<file path="src/sv/piv_pkg.sv">
`default_nettype none
// ----------------------------------------------------------------------------
// piv_pkg: shared definitions for the priority interrupt vectoring block
// Request codes, source codes, level numbers, register indexes and the
// reset values of the vector registers.
// ----------------------------------------------------------------------------
package piv_pkg;

   // Default sizes of the nexus request store.
   localparam int NexusSlotsDefault = 16;
   localparam int HwLevelsDefault   = 4;

   // Upper bounds fixed by the widths of the slot and level fields.
   localparam int NexusSlotsMax = 16;
   localparam int HwLevelsMax   = 4;

   localparam int LevelWidth  = 5;
   localparam int VectorWidth = 16;
   localparam int SlotWidth   = 4;
   localparam int HwIdxWidth  = 2;
   localparam int CsrIdxWidth = 3;

   typedef logic [LevelWidth-1:0]  level_type;
   typedef logic [VectorWidth-1:0] vector_type;

   typedef enum logic [1:0] {
      REQ_POST = 2'd0,
      REQ_EVAL = 2'd1,
      REQ_ACK  = 2'd2
   } req_code_type;

   typedef enum logic [2:0] {
      SRC_HALT      = 3'd0,
      SRC_MEMERR    = 3'd1,
      SRC_CRDERR    = 3'd2,
      SRC_CLOCK     = 3'd3,
      SRC_NEXUS     = 3'd4,
      SRC_CON_IN    = 3'd5,
      SRC_CON_OUT   = 3'd6,
      SRC_CON_STORE = 3'd7
   } source_type;

   typedef enum logic [CsrIdxWidth-1:0] {
      CSR_MEMERR_VEC    = 3'd0,
      CSR_CRDERR_VEC    = 3'd1,
      CSR_CLOCK_VEC     = 3'd2,
      CSR_NEXUS_BASE    = 3'd3,
      CSR_CON_IN_VEC    = 3'd4,
      CSR_CON_OUT_VEC   = 3'd5,
      CSR_CON_STORE_VEC = 3'd6
   } csr_index_type;

   localparam int CsrCount = 7;

   localparam level_type LVL_HALT    = 5'h1F;
   localparam level_type LVL_MEMERR  = 5'h1D;
   localparam level_type LVL_CRDERR  = 5'h1A;
   localparam level_type LVL_CLOCK   = 5'h18;
   localparam level_type LVL_HW_TOP  = 5'h17;
   localparam level_type LVL_HW_BOT  = 5'h14;
   localparam level_type LVL_CONSOLE = 5'h14;
   localparam level_type LVL_NONE    = 5'h00;

   localparam vector_type RST_MEMERR_VEC    = 16'd96;
   localparam vector_type RST_CRDERR_VEC    = 16'd84;
   localparam vector_type RST_CLOCK_VEC     = 16'd192;
   localparam vector_type RST_NEXUS_BASE    = 16'd256;
   localparam vector_type RST_CON_IN_VEC    = 16'd248;
   localparam vector_type RST_CON_OUT_VEC   = 16'd252;
   localparam vector_type RST_CON_STORE_VEC = 16'd240;

endpackage : piv_pkg
`default_nettype wire

</file>
<file path="src/sv/priority_interrupt_vectoring.sv">
`default_nettype none
// ----------------------------------------------------------------------------
// priority_interrupt_vectoring: pending interrupt store and level encoder
// Holds the pending hardware and console requests, picks the highest
// eligible level for the CPU and hands out vectors on acknowledge.
// ----------------------------------------------------------------------------
//
// Usage. A command word is presented on the req_ ports together with start;
// it is taken at every rising edge where start is high and busy is low.
// busy never rises, so a command may be issued in every cycle. A word is a
// post (raise or withdraw one request), an evaluate (return the highest
// eligible level for a given CPU IPL and software request mask) or an
// acknowledge (return the vector of a level and clear the request served).
// Every command gives exactly one response word.
//
// The command is captured in an input register, the next cycle updates the
// pending state and loads the response register, and rsp_valid is high for
// that one following cycle. Throughput is one command per cycle, set by the
// single update of the pending state per cycle; each command sees the state
// left by the one before it.
//
// The receiver cannot hold responses off; each response is on the rsp_
// ports for exactly one cycle. Vector registers are written over the csr_
// channel, which is always ready; the user must make writes only while no
// command is in flight, as the block does not enforce this. Synchronous reset
// clears all pending requests, drops any command in flight and loads the
// vector registers with their default values.
module priority_interrupt_vectoring
   import piv_pkg::*;
#(
   parameter int NEXUS_SLOTS = NexusSlotsDefault,
   parameter int HW_LEVELS   = HwLevelsDefault
) (
   input  wire logic                   clock,
   input  wire logic                   reset,
   // Command channel.
   input  wire logic                   start,
   output logic                        busy,
   input  wire logic [1:0]             req_type,
   input  wire logic [2:0]             req_source,
   input  wire logic                   req_set_request,
   input  wire logic [HwIdxWidth-1:0]  req_nexus_level,
   input  wire logic [SlotWidth-1:0]   req_nexus_slot,
   input  wire logic [LevelWidth-1:0]  req_cpu_ipl,
   input  wire logic [15:0]            req_soft_requests,
   input  wire logic [LevelWidth-1:0]  req_ack_level,
   // Response channel.
   output logic                        rsp_valid,
   output logic [LevelWidth-1:0]       rsp_int_level,
   output logic [VectorWidth-1:0]      rsp_vector,
   output logic                        rsp_bad_level,
   // Register write channel.
   input  wire logic                   csr_valid,
   output logic                        csr_ready,
   input  wire logic [CsrIdxWidth-1:0] csr_index,
   input  wire logic [VectorWidth-1:0] csr_wdata
);

   // Vector registers.
   vector_type csr_ff [CsrCount];

   // Input register.
   logic                  stg_valid_ff;
   req_code_type          stg_type_ff;
   source_type            stg_source_ff;
   logic                  stg_set_ff;
   logic [HwIdxWidth-1:0] stg_nlevel_ff;
   logic [SlotWidth-1:0]  stg_nslot_ff;
   level_type             stg_ipl_ff;
   logic [15:0]           stg_soft_ff;
   level_type             stg_ack_ff;

   // Pending request state.
   logic halt_ff, halt_in;
   logic memerr_ff, memerr_in;
   logic crderr_ff, crderr_in;
   logic clk_ff, clk_in;
   logic con_in_ff, con_in_in;
   logic con_out_ff, con_out_in;
   logic con_store_ff, con_store_in;
   logic [NEXUS_SLOTS-1:0] nexus_ff [HW_LEVELS];
   logic [NEXUS_SLOTS-1:0] nexus_in [HW_LEVELS];

   // Response register.
   logic       rsp_valid_ff;
   level_type  rsp_level_ff, rsp_level_in;
   vector_type rsp_vector_ff, rsp_vector_in;
   logic       rsp_bad_ff, rsp_bad_in;

   // Decoded helpers.
   logic [HwLevelsMax-1:0] hw_any;
   logic [NEXUS_SLOTS-1:0] post_mask;
   logic [NEXUS_SLOTS-1:0] ack_slots;
   logic [NEXUS_SLOTS-1:0] ack_low;
   logic [SlotWidth-1:0]   ack_slot;
   logic [HwIdxWidth-1:0]  ack_idx;
   level_type              soft_level;
   logic                   con_any;

   assign busy      = 1'b0;
   assign csr_ready = 1'b1;

   assign rsp_valid     = rsp_valid_ff;
   assign rsp_int_level = rsp_level_ff;
   assign rsp_vector    = rsp_vector_ff;
   assign rsp_bad_level = rsp_bad_ff;

   // Any request at each hardware level; levels beyond the store are empty.
   for (genvar g = 0; g < HwLevelsMax; g++) begin : g_hw_any
      if (g < HW_LEVELS) begin : g_real
         assign hw_any[g] = |nexus_ff[g];
      end else begin : g_empty
         assign hw_any[g] = 1'b0;
      end
   end

   assign con_any = con_in_ff | con_out_ff | con_store_ff;

   // The hardware level index is the low two bits of levels 0x14 to 0x17.
   assign ack_idx = stg_ack_ff[HwIdxWidth-1:0];

   always_comb begin
      post_mask = '0;
      for (int s = 0; s < NEXUS_SLOTS; s++) begin
         post_mask[s] = (stg_nslot_ff == SlotWidth'(s));
      end
   end

   // Slots requesting at the acknowledged level, and the lowest of them.
   always_comb begin
      ack_slots = '0;
      for (int l = 0; l < HW_LEVELS; l++) begin
         if (ack_idx == HwIdxWidth'(l)) begin
            ack_slots = nexus_ff[l];
         end
      end
      ack_low  = ack_slots & (~ack_slots + NEXUS_SLOTS'(1));
      ack_slot = '0;
      for (int s = NEXUS_SLOTS - 1; s >= 0; s--) begin
         if (ack_slots[s]) begin
            ack_slot = SlotWidth'(s);
         end
      end
   end

   // Highest software level above the IPL; bit 0 never qualifies.
   always_comb begin
      soft_level = LVL_NONE;
      for (int i = 1; i < 16; i++) begin
         if (stg_soft_ff[i] && (stg_ipl_ff < LevelWidth'(i))) begin
            soft_level = LevelWidth'(i);
         end
      end
   end

   // Single-pass command execution against the current pending state.
   always_comb begin
      halt_in       = halt_ff;
      memerr_in     = memerr_ff;
      crderr_in     = crderr_ff;
      clk_in        = clk_ff;
      con_in_in     = con_in_ff;
      con_out_in    = con_out_ff;
      con_store_in  = con_store_ff;
      nexus_in      = nexus_ff;
      rsp_level_in  = LVL_NONE;
      rsp_vector_in = '0;
      rsp_bad_in    = 1'b0;
      if (stg_valid_ff) begin
         unique case (stg_type_ff)
            REQ_POST: begin
               unique case (stg_source_ff)
                  SRC_HALT:      halt_in      = stg_set_ff;
                  SRC_MEMERR:    memerr_in    = stg_set_ff;
                  SRC_CRDERR:    crderr_in    = stg_set_ff;
                  SRC_CLOCK:     clk_in       = stg_set_ff;
                  SRC_CON_IN:    con_in_in    = stg_set_ff;
                  SRC_CON_OUT:   con_out_in   = stg_set_ff;
                  SRC_CON_STORE: con_store_in = stg_set_ff;
                  SRC_NEXUS: begin
                     // Out-of-range levels or slots match no row or bit.
                     for (int l = 0; l < HW_LEVELS; l++) begin
                        if (stg_nlevel_ff == HwIdxWidth'(l)) begin
                           if (stg_set_ff) begin
                              nexus_in[l] = nexus_ff[l] | post_mask;
                           end else begin
                              nexus_in[l] = nexus_ff[l] & ~post_mask;
                           end
                        end
                     end
                  end
                  default: ;
               endcase
            end
            REQ_EVAL: begin
               priority if (halt_ff) begin
                  rsp_level_in = LVL_HALT;
               end else if (memerr_ff && (stg_ipl_ff < LVL_MEMERR)) begin
                  rsp_level_in = LVL_MEMERR;
               end else if (crderr_ff && (stg_ipl_ff < LVL_CRDERR)) begin
                  rsp_level_in = LVL_CRDERR;
               end else if (clk_ff && (stg_ipl_ff < LVL_CLOCK)) begin
                  rsp_level_in = LVL_CLOCK;
               end else if (hw_any[3] && (stg_ipl_ff < LVL_HW_BOT + 5'd3)) begin
                  rsp_level_in = LVL_HW_BOT + 5'd3;
               end else if (hw_any[2] && (stg_ipl_ff < LVL_HW_BOT + 5'd2)) begin
                  rsp_level_in = LVL_HW_BOT + 5'd2;
               end else if (hw_any[1] && (stg_ipl_ff < LVL_HW_BOT + 5'd1)) begin
                  rsp_level_in = LVL_HW_BOT + 5'd1;
               end else if (hw_any[0] && (stg_ipl_ff < LVL_HW_BOT)) begin
                  rsp_level_in = LVL_HW_BOT;
               end else if (con_any && (stg_ipl_ff < LVL_CONSOLE)) begin
                  rsp_level_in = LVL_CONSOLE;
               end else begin
                  rsp_level_in = soft_level;
               end
            end
            REQ_ACK: begin
               priority if (stg_ack_ff == LVL_MEMERR) begin
                  memerr_in     = 1'b0;
                  rsp_vector_in = csr_ff[CSR_MEMERR_VEC];
               end else if (stg_ack_ff == LVL_CRDERR) begin
                  crderr_in     = 1'b0;
                  rsp_vector_in = csr_ff[CSR_CRDERR_VEC];
               end else if (stg_ack_ff == LVL_CLOCK) begin
                  clk_in        = 1'b0;
                  rsp_vector_in = csr_ff[CSR_CLOCK_VEC];
               end else if (stg_ack_ff > LVL_HW_TOP) begin
                  // Halt and unknown high levels have no vector.
                  rsp_bad_in = 1'b1;
               end else if ((stg_ack_ff >= LVL_HW_BOT) && (|ack_slots)) begin
                  for (int l = 0; l < HW_LEVELS; l++) begin
                     if (ack_idx == HwIdxWidth'(l)) begin
                        nexus_in[l] = nexus_ff[l] & ~ack_low;
                     end
                  end
                  rsp_vector_in = csr_ff[CSR_NEXUS_BASE]
                                + VectorWidth'({ack_idx, 6'b0})
                                + VectorWidth'({ack_slot, 2'b0});
               end else if ((stg_ack_ff == LVL_CONSOLE) && con_in_ff) begin
                  con_in_in     = 1'b0;
                  rsp_vector_in = csr_ff[CSR_CON_IN_VEC];
               end else if ((stg_ack_ff == LVL_CONSOLE) && con_out_ff) begin
                  con_out_in    = 1'b0;
                  rsp_vector_in = csr_ff[CSR_CON_OUT_VEC];
               end else if ((stg_ack_ff == LVL_CONSOLE) && con_store_ff) begin
                  con_store_in  = 1'b0;
                  rsp_vector_in = csr_ff[CSR_CON_STORE_VEC];
               end else begin
                  rsp_vector_in = '0;
               end
            end
            default: ;
         endcase
      end
   end

   // Vector register writes; an index beyond the list is dropped.
   always_ff @(posedge clock) begin
      if (reset) begin
         csr_ff[CSR_MEMERR_VEC]    <= RST_MEMERR_VEC;
         csr_ff[CSR_CRDERR_VEC]    <= RST_CRDERR_VEC;
         csr_ff[CSR_CLOCK_VEC]     <= RST_CLOCK_VEC;
         csr_ff[CSR_NEXUS_BASE]    <= RST_NEXUS_BASE;
         csr_ff[CSR_CON_IN_VEC]    <= RST_CON_IN_VEC;
         csr_ff[CSR_CON_OUT_VEC]   <= RST_CON_OUT_VEC;
         csr_ff[CSR_CON_STORE_VEC] <= RST_CON_STORE_VEC;
      end else if (csr_valid && csr_ready) begin
         for (int r = 0; r < CsrCount; r++) begin
            if (csr_index == CsrIdxWidth'(r)) begin
               csr_ff[r] <= csr_wdata;
            end
         end
      end
   end

   // Input register: the valid bit is control, the fields are payload.
   always_ff @(posedge clock) begin
      if (reset) begin
         stg_valid_ff <= 1'b0;
      end else begin
         stg_valid_ff <= start && !busy;
      end
   end

   always_ff @(posedge clock) begin
      if (start && !busy) begin
         stg_type_ff   <= req_code_type'(req_type);
         stg_source_ff <= source_type'(req_source);
         stg_set_ff    <= req_set_request;
         stg_nlevel_ff <= req_nexus_level;
         stg_nslot_ff  <= req_nexus_slot;
         stg_ipl_ff    <= req_cpu_ipl;
         stg_soft_ff   <= req_soft_requests;
         stg_ack_ff    <= req_ack_level;
      end
   end

   // Pending state and response strobe.
   always_ff @(posedge clock) begin
      if (reset) begin
         halt_ff      <= 1'b0;
         memerr_ff    <= 1'b0;
         crderr_ff    <= 1'b0;
         clk_ff       <= 1'b0;
         con_in_ff    <= 1'b0;
         con_out_ff   <= 1'b0;
         con_store_ff <= 1'b0;
         for (int l = 0; l < HW_LEVELS; l++) begin
            nexus_ff[l] <= '0;
         end
         rsp_valid_ff <= 1'b0;
      end else begin
         halt_ff      <= halt_in;
         memerr_ff    <= memerr_in;
         crderr_ff    <= crderr_in;
         clk_ff       <= clk_in;
         con_in_ff    <= con_in_in;
         con_out_ff   <= con_out_in;
         con_store_ff <= con_store_in;
         nexus_ff     <= nexus_in;
         rsp_valid_ff <= stg_valid_ff;
      end
   end

   always_ff @(posedge clock) begin
      rsp_level_ff  <= rsp_level_in;
      rsp_vector_ff <= rsp_vector_in;
      rsp_bad_ff    <= rsp_bad_in;
   end

   // Every response word is preceded by an accepted command.
   a_rsp_follows_cmd: assert property (@(posedge clock) disable iff (reset)
      rsp_valid |-> $past(start && !busy, 2))
      else $error("response without a command two cycles earlier");

   // A bad level report carries neither a vector nor a level.
   a_bad_clean: assert property (@(posedge clock) disable iff (reset)
      (rsp_valid && rsp_bad_level) |-> (rsp_vector == '0 && rsp_int_level == LVL_NONE))
      else $error("bad level response with nonzero payload");

   // A pending halt wins every evaluate.
   a_halt_wins: assert property (@(posedge clock) disable iff (reset)
      (stg_valid_ff && stg_type_ff == REQ_EVAL && halt_ff)
      |=> (rsp_valid && rsp_int_level == LVL_HALT))
      else $error("pending halt not reported");

   // Acknowledging the memory error level clears its request.
   a_memerr_cleared: assert property (@(posedge clock) disable iff (reset)
      (stg_valid_ff && stg_type_ff == REQ_ACK && stg_ack_ff == LVL_MEMERR)
      |=> !memerr_ff)
      else $error("memory error request survived its acknowledge");

endmodule : priority_interrupt_vectoring
`default_nettype wire
</file>
<file path="config.mk">
export PLATFORM = sky130hd
export DESIGN_NAME = priority_interrupt_vectoring
export DESIGN_NICKNAME = d
export VERILOG_FILES = /design/src/sv/piv_pkg.sv /design/src/sv/priority_interrupt_vectoring.sv
export SDC_FILE = /design/constraint.sdc
export NUM_CORES = 1
export LEC_CHECK = 0
export ABC_AREA = 1
export BUFFER_PORTS_ARGS = -buffer_cell sky130_fd_sc_hd__buf_4
export CAP_MARGIN = 10
export CELL_PAD_IN_SITES_DETAIL_PLACEMENT = 1
export CELL_PAD_IN_SITES_GLOBAL_PLACEMENT = 1
export CORE_MARGIN = 2
export CORE_UTILIZATION = 45
export CTS_CLUSTER_SIZE = 10
export DETAILED_ROUTE_END_ITERATION = 12
export GPL_TIMING_DRIVEN = 0
export PLACE_DENSITY = 0.9
export SYNTH_ARGS = -nofsm -noshare
export SYNTH_HDL_FRONTEND = slang
export SYNTH_SLANG_ARGS = --single-unit
</file>
<file path="constraint.sdc">
create_clock -name clock -period 9.1 [get_ports clock]
set_clock_uncertainty 0.05 [all_clocks]
set_input_delay 1.82 -clock clock [delete_from_list [all_inputs] [get_ports clock]]
set_output_delay 1.82 -clock clock [all_outputs]
set_load 0.01 [all_outputs]
</file>
* Word-level counts from Yosys, hierarchy flattened
Memories as Yosys holds them, arrays and structs flattened.
Index checks and enable logic that the tools add are counted.
** Word-level totals
- Register bits :: 133
- Word-level logic and storage cells :: 349
- Output and inout bits :: 25
- Memory bits (writable) :: 112
- Input bits :: 61
- Memories :: 1
** Operators by class
- Reductions and logical operators :: 53
- Eq/ne operators :: 69
- Add/subtract/negate cells :: 3
- Order comparisons :: 24
- Multiplexer cells :: 148
- Bitwise gates (word level) :: 27
** Memories
- csr_ff :: depth 7, bits a word 16, read ports 7, clocked after memory_dff 0, wr ports 7, line priority_interrupt_vectoring.sv:60 : vector_type csr_ff [CsrCount];
** Operator list (number)
- $mux 16 :: 31
- $mux 64 :: 6
- $and 16x16->16 :: 9
- $pmux 64 s2 :: 1
- $mux 5 :: 23
- $reduce_or 16->1 :: 5
- $mux 1 :: 65
- $mux 4 :: 16
- $or 16x16->16 :: 4
- $reduce_and 10->1 :: 5
- $not 16->16 :: 3
- $ne 2x2->1 const B :: 23
- $lt 5x4->1 const B :: 8
- $lt 5x5->1 const B :: 7
- $eq 4x4->1 const B :: 8
- $logic_and 1x1->1 :: 27
- $eq 3x3->1 const B :: 7
- $eq 5x5->1 const B :: 4
- $lt 5x3->1 const B :: 4
- $add 16x1->16 const B :: 1
- $add 16x6->16 :: 1
- $add 16x8->16 :: 1
- $eq 4x3->1 const B :: 4
- $eq 3x2->1 const B :: 4
- 25 further kinds :: 57

* Longest topological paths before layout
Gate-level depths: netlist of run 1.
- Depth in word-level cells :: 27
- Gate-level depth with buffers :: 28
- Mapped depth without buffers :: 28

* Worst setup path before layout of run 1
Ideal clock, no wire load.
- Kind :: input port to flip-flop
- Start :: input csr_index[1]
- End :: memory csr_ff[6][0] in the netlist's numbering (enable)
- Slack :: 5.489 ns
- Required time :: 8.639 ns
- Stages :: 4
- Arrival time :: 3.150 ns
- Cells stage by stage :: inv_1 -> nor2_1 -> inv_1 -> o21ai_0
** RTL lines
- start, declared :: line priority_interrupt_vectoring.sv:55 : input wire logic [CsrIdxWidth-1:0] csr_index,
- end, declared :: line priority_interrupt_vectoring.sv:60

* Final worst setup path of run 1
- Start :: register stg_ack_ff[0]
- End :: register rsp_vector_ff[14], in the netlist rsp_vector[14]
** Between the ends
- Word-level cells in the longest chain between the ends :: 27
- Elaborated cells between the ends (all ways) :: 45
- Those cells by class :: add/sub (2); order compare (2); eq/ne (7); mux (28); reduce/logical (6)
** RTL lines
- start, declared :: line priority_interrupt_vectoring.sv:71 : level_type stg_ack_ff;
- start signal, assigned :: line priority_interrupt_vectoring.sv:295 : stg_ack_ff <= req_ack_level;
- $logic_not 2->1 :: line priority_interrupt_vectoring.sv:133 : if (ack_idx == HwIdxWidth'(l)) begin
- $mux 16 (4 in a row) :: line priority_interrupt_vectoring.sv:133
- $mux 4 (16 in a row) :: line priority_interrupt_vectoring.sv:140 : if (ack_slots[s]) begin
- $add 16x6->16 :: line priority_interrupt_vectoring.sv:239 : + VectorWidth'({ack_slot, 2'b0});
- $mux 16 :: line priority_interrupt_vectoring.sv:231 : end else if ((stg_ack_ff >= LVL_HW_BOT) && (|ack_slots)) begin
- $mux 16 :: line priority_interrupt_vectoring.sv:228 : end else if (stg_ack_ff > LVL_HW_TOP) begin
- $mux 16 :: line priority_interrupt_vectoring.sv:225 : end else if (stg_ack_ff == LVL_CLOCK) begin
- $mux 16 :: line priority_interrupt_vectoring.sv:222 : end else if (stg_ack_ff == LVL_CRDERR) begin
- $mux 16 (*) :: line priority_interrupt_vectoring.sv:219 : priority if (stg_ack_ff == LVL_MEMERR) begin
- end signal, assigned :: line priority_interrupt_vectoring.sv:328 : rsp_vector_ff <= rsp_vector_in;
- end, declared :: line priority_interrupt_vectoring.sv:87 : vector_type rsp_vector_ff, rsp_vector_in;
Mark *: on every way between the ends. The rest lies on a longest branch, timed or not.
A chain may end at the register's enable or synchronous reset.

==> results, run 1 <==
- The worst hold path class is reg -> reg.
- The worst setup path is captured at a flop.
- The cell total after placement is 2033.
- The total congestion overflow is 0.
- The clock-pin transition on the worst setup and hold timing paths is 0.06 ns.
- In this run, the number of DRC markers left after iteration 0 of detailed routing was 1248.
- The analysis attributes to net switching a power of 0.000762 W.
- The setup TNS after final layout is 0 ns.
- The count of cells along the worst hold path is 2.
- In this run the critical register-to-register path is launched from stg_ack_ff[0].
- The switching power share of the total is 27.8%.
- For the pin with the worst max-slew slack, the measured transition is 0.845 ns.
- The internal reg-to-reg setup slack is 3.91 ns.
- The final worst setup slack is 3.91 ns.
- The leakage power is 5.99 nW.
- The power density over the cells is 188 mW/mm^2.
- The max-slew violation count is 0.
- STA classifies the critical path startpoint as a flop.
- 86 I/O pins were placed.
- The hold buffer count at cts is 0.
- Compared with the post-synthesis result, the final layout area differs by 16.0%.
- The buffers plus inverters on the worst setup path is 3.
- In the synthesized netlist the dominant register cell turns out to be sky130_fd_sc_hd__edfxtp_1.
- The synthesized instance count is 1572.
- The maximum level of the CTS H-tree is 1.
- The core box area is 0.0277 mm^2.
- After detailed routing, the average wire length per cell comes to 21.9 um.
- The worst pin sits at a relative slew slack of 43.2%.
- The cell sitting at the root of the clock tree is a sky130_fd_sc_hd__clkbuf_16.
- The residual antenna-violating net count after detailed routing is 0.
- Once detailed placement completed, the half-perimeter wirelength came to 32.8 mm.
- The arrival time of the worst setup path is 5.57 ns.
- The wire length of the first global-routing pass is 70.2 mm.
- The library cells used most frequently in the layout, excluding fill and tap cells, are sky130_fd_sc_hd__nand2_1, sky130_fd_sc_hd__nor2_1, sky130_fd_sc_hd__inv_1, sky130_fd_sc_hd__edfxtp_1, sky130_fd_sc_hd__dfxtp_1.
- The internal portion of the total power is 0.00198 W.
- Dividing the synthesized area by the synthesized cell count gives 8.01 um^2.
- The sequential share of power is 46.0%.
- The routability congestion estimate from global placement is 0.963.
- The wire length after detailed routing is 45.7 mm.
- The worst-case IR drop observed on VDD is 0.000138 V.
- The tightest hold path in the finished design has a slack of 0.417 ns.
- In this run the cell area of the synthesized design comes to 0.0126 mm^2.
- The kind of critical path is reg -> reg.
- The slowest stage of the critical path belongs to the cell sky130_fd_sc_hd__edfxtp_1.
- Post-CTS repair changed the size of 0 cells.
- The setup fix buffers added after clock tree synthesis is 0.
- The minimum clock period is 5.19 ns.
- In this run the critical register-to-register path is captured at rsp_vector[14].
- The synthesized netlist net count is 1640.
- The distinct cell type count of the synthesized netlist is 55.
- Entering global routing, the biggest net connects 39 pins.
- The part of the power in combinational logic is 12.4%.
- The clock tree from TritonCTS is built.
- The antenna cell count is 0.
- At the end of the flow, the number of nets in the layout was 1755.
- The via count normalized by instance count is 5.83.
- The top achievable clock speed is 193 MHz.
- The share of flip-flops with an asynchronous set or reset after synthesis is 0%.
- In this run, synthesis inferred 149 flip-flops with an integrated enable.
- The most numerous cell type found on the critical path is sky130_fd_sc_hd__nor2_1.
- The longest individual stage delay on the worst path is 0.59 ns.
- The die covers 0.0293 mm^2.
- The number of global-route vias before repair is 12500.
- The flow ran to the end, and the final reports show no timing, DRC or antenna violations.
- In this run the deepest clock path goes through 3 buffers.
- On the critical path the largest part of the delay comes from simple AND/OR/NAND/NOR gates.
- Once the floorplan was initialized, standard cells occupied 45.5% of the core.
- The TritonCTS buffer count is 30.
- Measured in cells, the most critical reg-to-reg path has a length of 24.
- The maximum fanout encountered on the critical timing path is 10.
- The sequential element share of the synthesized area is 50.6%.
- The TritonCTS sink count is 244.
- Setup repair after global routing left no endpoint under its margin.
- The clock latency at the later pin of the worst-skew pair is 0.59 ns.
- The initial antenna violation count came to 0.
- The clock share of power is 41.5%.
- The number of hold violations in the final report is 0.
- Walking the worst path, the cells encountered are nand2_2 > inv_4 > nand2_1 > o2111ai_1 > nor2_1 > nor2_1 > nor2_1 > o21ai_0 > nand3b_1 > a21oi_1 > o21ai_0 > nand3_1 > nand2_1 > ha_1 > inv_1 > fa_1 > o221ai_1 > nand3_1 > nor2_1 > xor2_1 > o21ai_0 > nand4_1 > o211ai_1 > inv_1.
- The horizontal extent of the die is 171 um.
- The placement row count is 61.
- Global routing consumed, over all layers together, 31.2% of the routing resources.
- Measured along the y axis, the die boundary spans 171 um.
- Setup violations remaining at the end of the flow were counted as 0.
- The final route contains 12200 vias.
- Dividing the final minimum period by the clock period gives 57.0%.
- The tool flagged a number of max-cap violations equal to 0.
- The number of warnings reported in the yosys synthesis log is 0.
- Timing analysis after detailed placement gives a worst setup slack of 4.11 ns.
- The count of state elements after synthesis is 244.
- For the worst setup path, the data required time is 9.48 ns.
- The pre-antenna-repair detailed-routing pass consisted of 5 iterations.
- The DRC violation count after routing is 0.
- The most common library cell in the layout ignoring fill and taps is sky130_fd_sc_hd__nand2_1.
- During placement, the flow inserted port buffers numbering 82.
- In the final layout, the share of cells above drive strength 1 is 10.4%.
- The finished layout holds 2088 standard cells, fillers aside.
-- power by group through the flow --
stage	Clock [W]	Combinational [W]	Sequential, W
final	0.00114	0.000341	0.00126
after global routing	0.00119	0.000367	0.00127
after CTS	0.00114	0.000333	0.00126
after detailed placement	0	0.000328	0.00128
after global placement	0	0.000313	0.00128
after floorplan	0	0.000197	0.00127
-- area by class of cell --
cell class | count | area (um^2)
buffer | 59 | 305
clock buffer | 51 | 850
clock inverter | 4 | 73.8
fill | 3398 | 13100
inverter | 205 | 772
multi-input combinational | 1064 | 5140
sequential | 244 | 6380
tap | 378 | 473
timing repair buffer | 83 | 623
-- per-layer routing --
metal / part of all wire [%] / vias to the layer above / track usage (%)
met3: 8.0 / 155 / 6.12
met5: 0 / - / 0
met1: 40 / 5933 / 40.1
met4: 4.4 / 0 / 13.3
li1: - / 5500 / -
met2: 47 / 587 / 51.6
-- kinds of logic after synthesis --
logic type | share of synthesized area [%]
xor+xnor | 0.556
fa+ha+maj | 0.755
compound gates | 12.7
simple gates | 26.7
flops | 50.6
buf+inv | 8.55
other cells | 0.0596
-- worst reg2reg max path, stage by stage, from the launching register on --
cell                        delay, ns
sky130_fd_sc_hd__edfxtp_1        0.59
sky130_fd_sc_hd__nand2_2         0.42
sky130_fd_sc_hd__inv_4           0.15
sky130_fd_sc_hd__nand2_1         0.09
sky130_fd_sc_hd__o2111ai_1       0.15
sky130_fd_sc_hd__nor2_1          0.19
sky130_fd_sc_hd__nor2_1          0.06
sky130_fd_sc_hd__nor2_1          0.10
sky130_fd_sc_hd__o21ai_0         0.12
sky130_fd_sc_hd__nand3b_1        0.14
sky130_fd_sc_hd__a21oi_1         0.07
sky130_fd_sc_hd__o21ai_0         0.26
sky130_fd_sc_hd__nand3_1         0.17
sky130_fd_sc_hd__nand2_1         0.16
sky130_fd_sc_hd__ha_1            0.24
sky130_fd_sc_hd__inv_1           0.07
sky130_fd_sc_hd__fa_1            0.44
sky130_fd_sc_hd__o221ai_1        0.34
sky130_fd_sc_hd__nand3_1         0.21
sky130_fd_sc_hd__nor2_1          0.18
sky130_fd_sc_hd__xor2_1          0.10
sky130_fd_sc_hd__o21ai_0         0.32
sky130_fd_sc_hd__nand4_1         0.13
sky130_fd_sc_hd__o211ai_1        0.23
sky130_fd_sc_hd__inv_1           0.07
-- metrics by stage --
| step | util [%] | instance area, um^2 | power (W) |
|---|---|---|---|
| 4_1_cts | 52.8 | 14600 | 0.00274 |
| 3_5_place_dp | 49.4 | 13700 | 0.00161 |
| 3_3_place_gp | 49.4 | 13700 | 0.00159 |
| 5_1_grt | 52.8 | 14600 | 0.00282 |
| 6_report | 52.8 | 14600 | 0.00275 |
| 2_1_floorplan | - | 12600 | 0.00147 |
-- Yosys cell counts (2+ instances only) --
| library cell | number | area (um^2) |
|---|---|---|
| sky130_fd_sc_hd__buf_6 | 8 | 90.1 |
| sky130_fd_sc_hd__buf_4 | 5 | 37.5 |
| sky130_fd_sc_hd__a21oi_2 | 2 | 17.5 |
| sky130_fd_sc_hd__edfxtp_1 | 149 | 4470 |
| sky130_fd_sc_hd__nand4_1 | 46 | 288 |
| sky130_fd_sc_hd__nand3b_1 | 2 | 15.0 |
| sky130_fd_sc_hd__and2_1 | 2 | 12.5 |
| sky130_fd_sc_hd__buf_1 | 3 | 11.3 |
| sky130_fd_sc_hd__nor4_1 | 13 | 81.3 |
| sky130_fd_sc_hd__nand3_2 | 4 | 40.0 |
| sky130_fd_sc_hd__clkinv_1 | 4 | 15.0 |
| sky130_fd_sc_hd__a21oi_1 | 88 | 440 |
| sky130_fd_sc_hd__nor2_1 | 225 | 845 |
| sky130_fd_sc_hd__nand2_1 | 361 | 1360 |
| sky130_fd_sc_hd__xnor2_1 | 4 | 35.0 |
| sky130_fd_sc_hd__dfxtp_1 | 95 | 1900 |
| sky130_fd_sc_hd__nand3_1 | 86 | 430 |
| sky130_fd_sc_hd__nand2_2 | 4 | 25.0 |
| sky130_fd_sc_hd__inv_2 | 7 | 26.3 |
| sky130_fd_sc_hd__o21a_1 | 4 | 30.0 |
| sky130_fd_sc_hd__nor2_2 | 3 | 18.8 |
| sky130_fd_sc_hd__o22ai_1 | 11 | 68.8 |
| sky130_fd_sc_hd__nor3_4 | 2 | 32.5 |
| sky130_fd_sc_hd__o31ai_1 | 35 | 263 |
| sky130_fd_sc_hd__nand2_4 | 4 | 45.0 |
| sky130_fd_sc_hd__o21ai_0 | 67 | 335 |
| sky130_fd_sc_hd__ha_1 | 6 | 75.1 |
| sky130_fd_sc_hd__clkbuf_1 | 39 | 146 |
| sky130_fd_sc_hd__o311ai_0 | 2 | 17.5 |
| sky130_fd_sc_hd__o21ai_1 | 14 | 70.1 |
| sky130_fd_sc_hd__nor3_1 | 15 | 75.1 |
| sky130_fd_sc_hd__xor2_1 | 4 | 35.0 |
| sky130_fd_sc_hd__conb_1 | 2 | 7.51 |
| sky130_fd_sc_hd__a31oi_1 | 17 | 106 |
| sky130_fd_sc_hd__nor2_4 | 7 | 78.8 |
| sky130_fd_sc_hd__inv_1 | 193 | 724 |
| sky130_fd_sc_hd__buf_2 | 4 | 20.0 |
| sky130_fd_sc_hd__o21bai_1 | 2 | 15.0 |
| sky130_fd_sc_hd__o211ai_1 | 15 | 113 |
| sky130_fd_sc_hd__o21ai_2 | 3 | 26.3 |
-- how the worst max path moves through the flow --
stage,startpoint,end,cells after the start
after detailed placement,stg_ack_ff[0],rsp_vector[14],24
final,stg_ack_ff[0],rsp_vector[14],24
after CTS,stg_ack_ff[0],rsp_vector[14],24
after global routing,stg_ack_ff[0],rsp_vector[14],24
after floorplan,csr_index[1],csr_ff[6][0],4
after global placement,stg_ack_ff[0],rsp_vector[14],24
(Power assumes the default switching activity.)
==> run 2: changes to the inputs <==
CORE_UTILIZATION = 41   (was 45)
PLACE_DENSITY = 0.87   (was 0.9)
clock period = 4.63 ns   (was 9.1 ns; I/O delays follow)
==> results, run 2 (synthesis results as in run 1) <==
- The flow ran to the end, and the final reports show no timing, DRC or antenna violations.
- During placement, the flow inserted port buffers numbering 82.
- The final route contains 12200 vias.
- The analysis attributes to net switching a power of 0.00149 W.
- STA puts the critical path data arrival time at 4.89 ns.
- The count of fill cells added during filler insertion is 3754.
- The max-slew violation count is 0.
- The most used routing layer is met2.
- The clock tree from TritonCTS is built.
- After the first detailed-routing iteration, the DRC count stood at 1223.
- After floorplanning, the core was sized to cover 0.0304 mm^2.
- For this design the ratio of total power to cell area is 362 mW/mm^2.
- The total I/O pin count is 86.
- The part of the power in combinational logic is 13.0%.
- The depth of the worst register-to-register path is 24.
- The final period utilization is 97.5%.
- The number of global-route vias before repair is 12700.
- The cell total after placement is 2051.
- The path class of the tightest hold or removal check is reg -> reg.
- The detailed-routing iteration count for the pre-antenna-repair pass is 5.
- The worst vdd rail ir drop is 0.000386 V.
- The area growth from synthesis to layout is 16.8%.
- The maximum number of pins on one net before global-route repair is 39.
- The TritonCTS sink count is 244.
- The leakage power is 6.03 nW.
- The relative slew slack is 42.2%.
- The effective utilization at floorplan is 41.4%.
- The buffer type at the clock tree root is sky130_fd_sc_hd__clkbuf_16.
- The routability congestion estimate from global placement is 0.949.
- Global routing used 35.7% of the available met1 tracks.
- The initial antenna violation count came to 0.
- The number of hold violations in the final report is 0.
- For this run, global-route usage on met2 was measured as 49.0%.
- Leaving out fill and tap cells, the most frequent cells in the layout are sky130_fd_sc_hd__nand2_1, sky130_fd_sc_hd__nor2_1, sky130_fd_sc_hd__inv_1, sky130_fd_sc_hd__edfxtp_1, sky130_fd_sc_hd__buf_4.
- The actual transition at the worst max-transition pin is 0.867 ns.
- The placement row count is 64.
- The wire length after detailed routing is 45.9 mm.
- The number of standard cells in the layout, taps in and fillers out is 2114.
- The worst hold path passes through 2 cells.
- The post-placement cell area is 0.0137 mm^2.
- The first global-routing pass estimated 70.7 mm of wire.
- The total congestion overflow is 0.
- TritonCTS created 29 clock buffers.
- The sort of element at the start of the critical path is a flop.
- The library cell used most frequently in the layout, excluding fill and tap cells, is sky130_fd_sc_hd__nand2_1.
- Global routing consumed, over all layers together, 28.9% of the routing resources.
- The net count of the finished layout is 1763.
- The clock network is responsible for 40.5% of the overall power.
- The repair_antennas step left the layout with diodes totalling 0.
- The tightest hold path in the finished design has a slack of 0.413 ns.
- The clock latency at the later pin of the worst-skew pair is 0.57 ns.
- The height of the die is 179 um.
- Setup violations remaining at the end of the flow were counted as 0.
- The via count normalized by instance count is 5.76.
- The internal power component is 0.00384 W.
- The tool flagged a number of max-cap violations equal to 0.
- Of the cells placed in the final design, the portion with a size suffix greater than 1 is 11.2%.
- For the finished layout, the period the worst path requires is 4.51 ns.
- The maximum buffer depth of the clock tree is 3.
- Global routing used 5.41% of the available met3 tracks.
- The maximum level of the CTS H-tree is 1.
- With fillers left out, the area of the finished cells amounts to 0.0147 mm^2.
- The residual antenna-violating net count after detailed routing is 0.
- The final design utilization is 48.4%.
- In this run the worst path has a maximum fanout of 10.
- The clock-pin transition on the worst setup and hold timing paths is 0.06 ns.
- The HPWL after detailed placement is 32.6 mm.
- The DRC violation count after routing is 0.
- The sequential share of power is 46.5%.
- Data on the critical path is required at its endpoint by 5.01 ns.
- For this run, the top clock speed supported by timing is 222 MHz.
- The kind of critical path is reg -> reg.
- The switching power share of the total is 28.0%.
- The die is 179 um wide.
- The average wire per standard cell is 21.7 um.
- STA classifies the critical path endpoint as a flop.
- The die outline area is 0.0321 mm^2.
run 2: path summary, 6_finish.rpt:
kind,slack (ns),endpoint,startpoint
max,0.12,rsp_vector[14],stg_ack_ff[1]
min,0.41,flop,flop
max reg2reg,0.12,rsp_vector[14],stg_ack_ff[1]
min reg2reg,0.41,flop,flop
run 2: routing by layer:
layer,part of all wire [%],vias up
met5,0,-
met4,4.8,0
met3,7.7,177
met2,48,546
met1,40,5954
li1,-,5506
run 2: worst max-delay path: stages (launching register included):
cell                       delay, ns
sky130_fd_sc_hd__edfxtp_1       0.49
sky130_fd_sc_hd__buf_4          0.22
sky130_fd_sc_hd__nor2_4         0.22
sky130_fd_sc_hd__inv_2          0.09
sky130_fd_sc_hd__buf_6          0.17
sky130_fd_sc_hd__o22ai_1        0.15
sky130_fd_sc_hd__a21oi_2        0.05
sky130_fd_sc_hd__o21ai_2        0.10
sky130_fd_sc_hd__nand2_1        0.18
sky130_fd_sc_hd__nand3b_1       0.13
sky130_fd_sc_hd__a21oi_1        0.06
sky130_fd_sc_hd__o21ai_0        0.21
sky130_fd_sc_hd__nand3_1        0.10
sky130_fd_sc_hd__nand2_1        0.15
sky130_fd_sc_hd__ha_1           0.24
sky130_fd_sc_hd__inv_1          0.07
sky130_fd_sc_hd__fa_2           0.39
sky130_fd_sc_hd__o221ai_4       0.23
sky130_fd_sc_hd__nand3_2        0.17
sky130_fd_sc_hd__nor2_1         0.16
sky130_fd_sc_hd__xor2_1         0.09
sky130_fd_sc_hd__o21ai_1        0.24
sky130_fd_sc_hd__nand4_1        0.12
sky130_fd_sc_hd__o211ai_1       0.19
sky130_fd_sc_hd__inv_1          0.08
run 2: power by group through the flow:
stage	logic [W]	clock network [W]	registers, W
floorplan	0.000387	0	0.00250
global placement	0.000617	0	0.00251
detailed placement	0.000643	0	0.00252
CTS	0.000665	0.00216	0.00248
global route	0.000745	0.00225	0.00249
finish	0.000693	0.00216	0.00248
run 2: per-stage QoR:
| step | TNS (ns) | worst slack (ns) | power, W |
|---|---|---|---|
| floorplan | 0 | 1.06 | 0.00289 |
| global placement | -0.209 | -0.158 | 0.00313 |
| detailed placement | -0.339 | -0.239 | 0.00317 |
| CTS | 0 | 0.0141 | 0.00530 |
| global route | -0.0693 | -0.0368 | 0.00548 |
| finish | 0 | 0.117 | 0.00533 |
run 2: what timing repair did:
action	in CTS	in global routing
hold endpoints to repair	0	0
pin swaps	0	2
hold buffers	0	0
buffers inserted	2	7
resized for setup	4	8
endpoints found under the setup margin	3	4
run 2: final cells by class:
type / count / area [um^2] / area share [%]
sequential: 244 / 6380 / 43.3
multi-input combinational: 1064 / 5190 / 35.3
clock buffer: 51 / 848 / 5.76
inverter: 205 / 776 / 5.27
timing repair buffer: 92 / 703 / 4.78
tap: 396 / 495 / 3.37
buffer: 59 / 305 / 2.07
clock inverter: 3 / 18.8 / 0.128
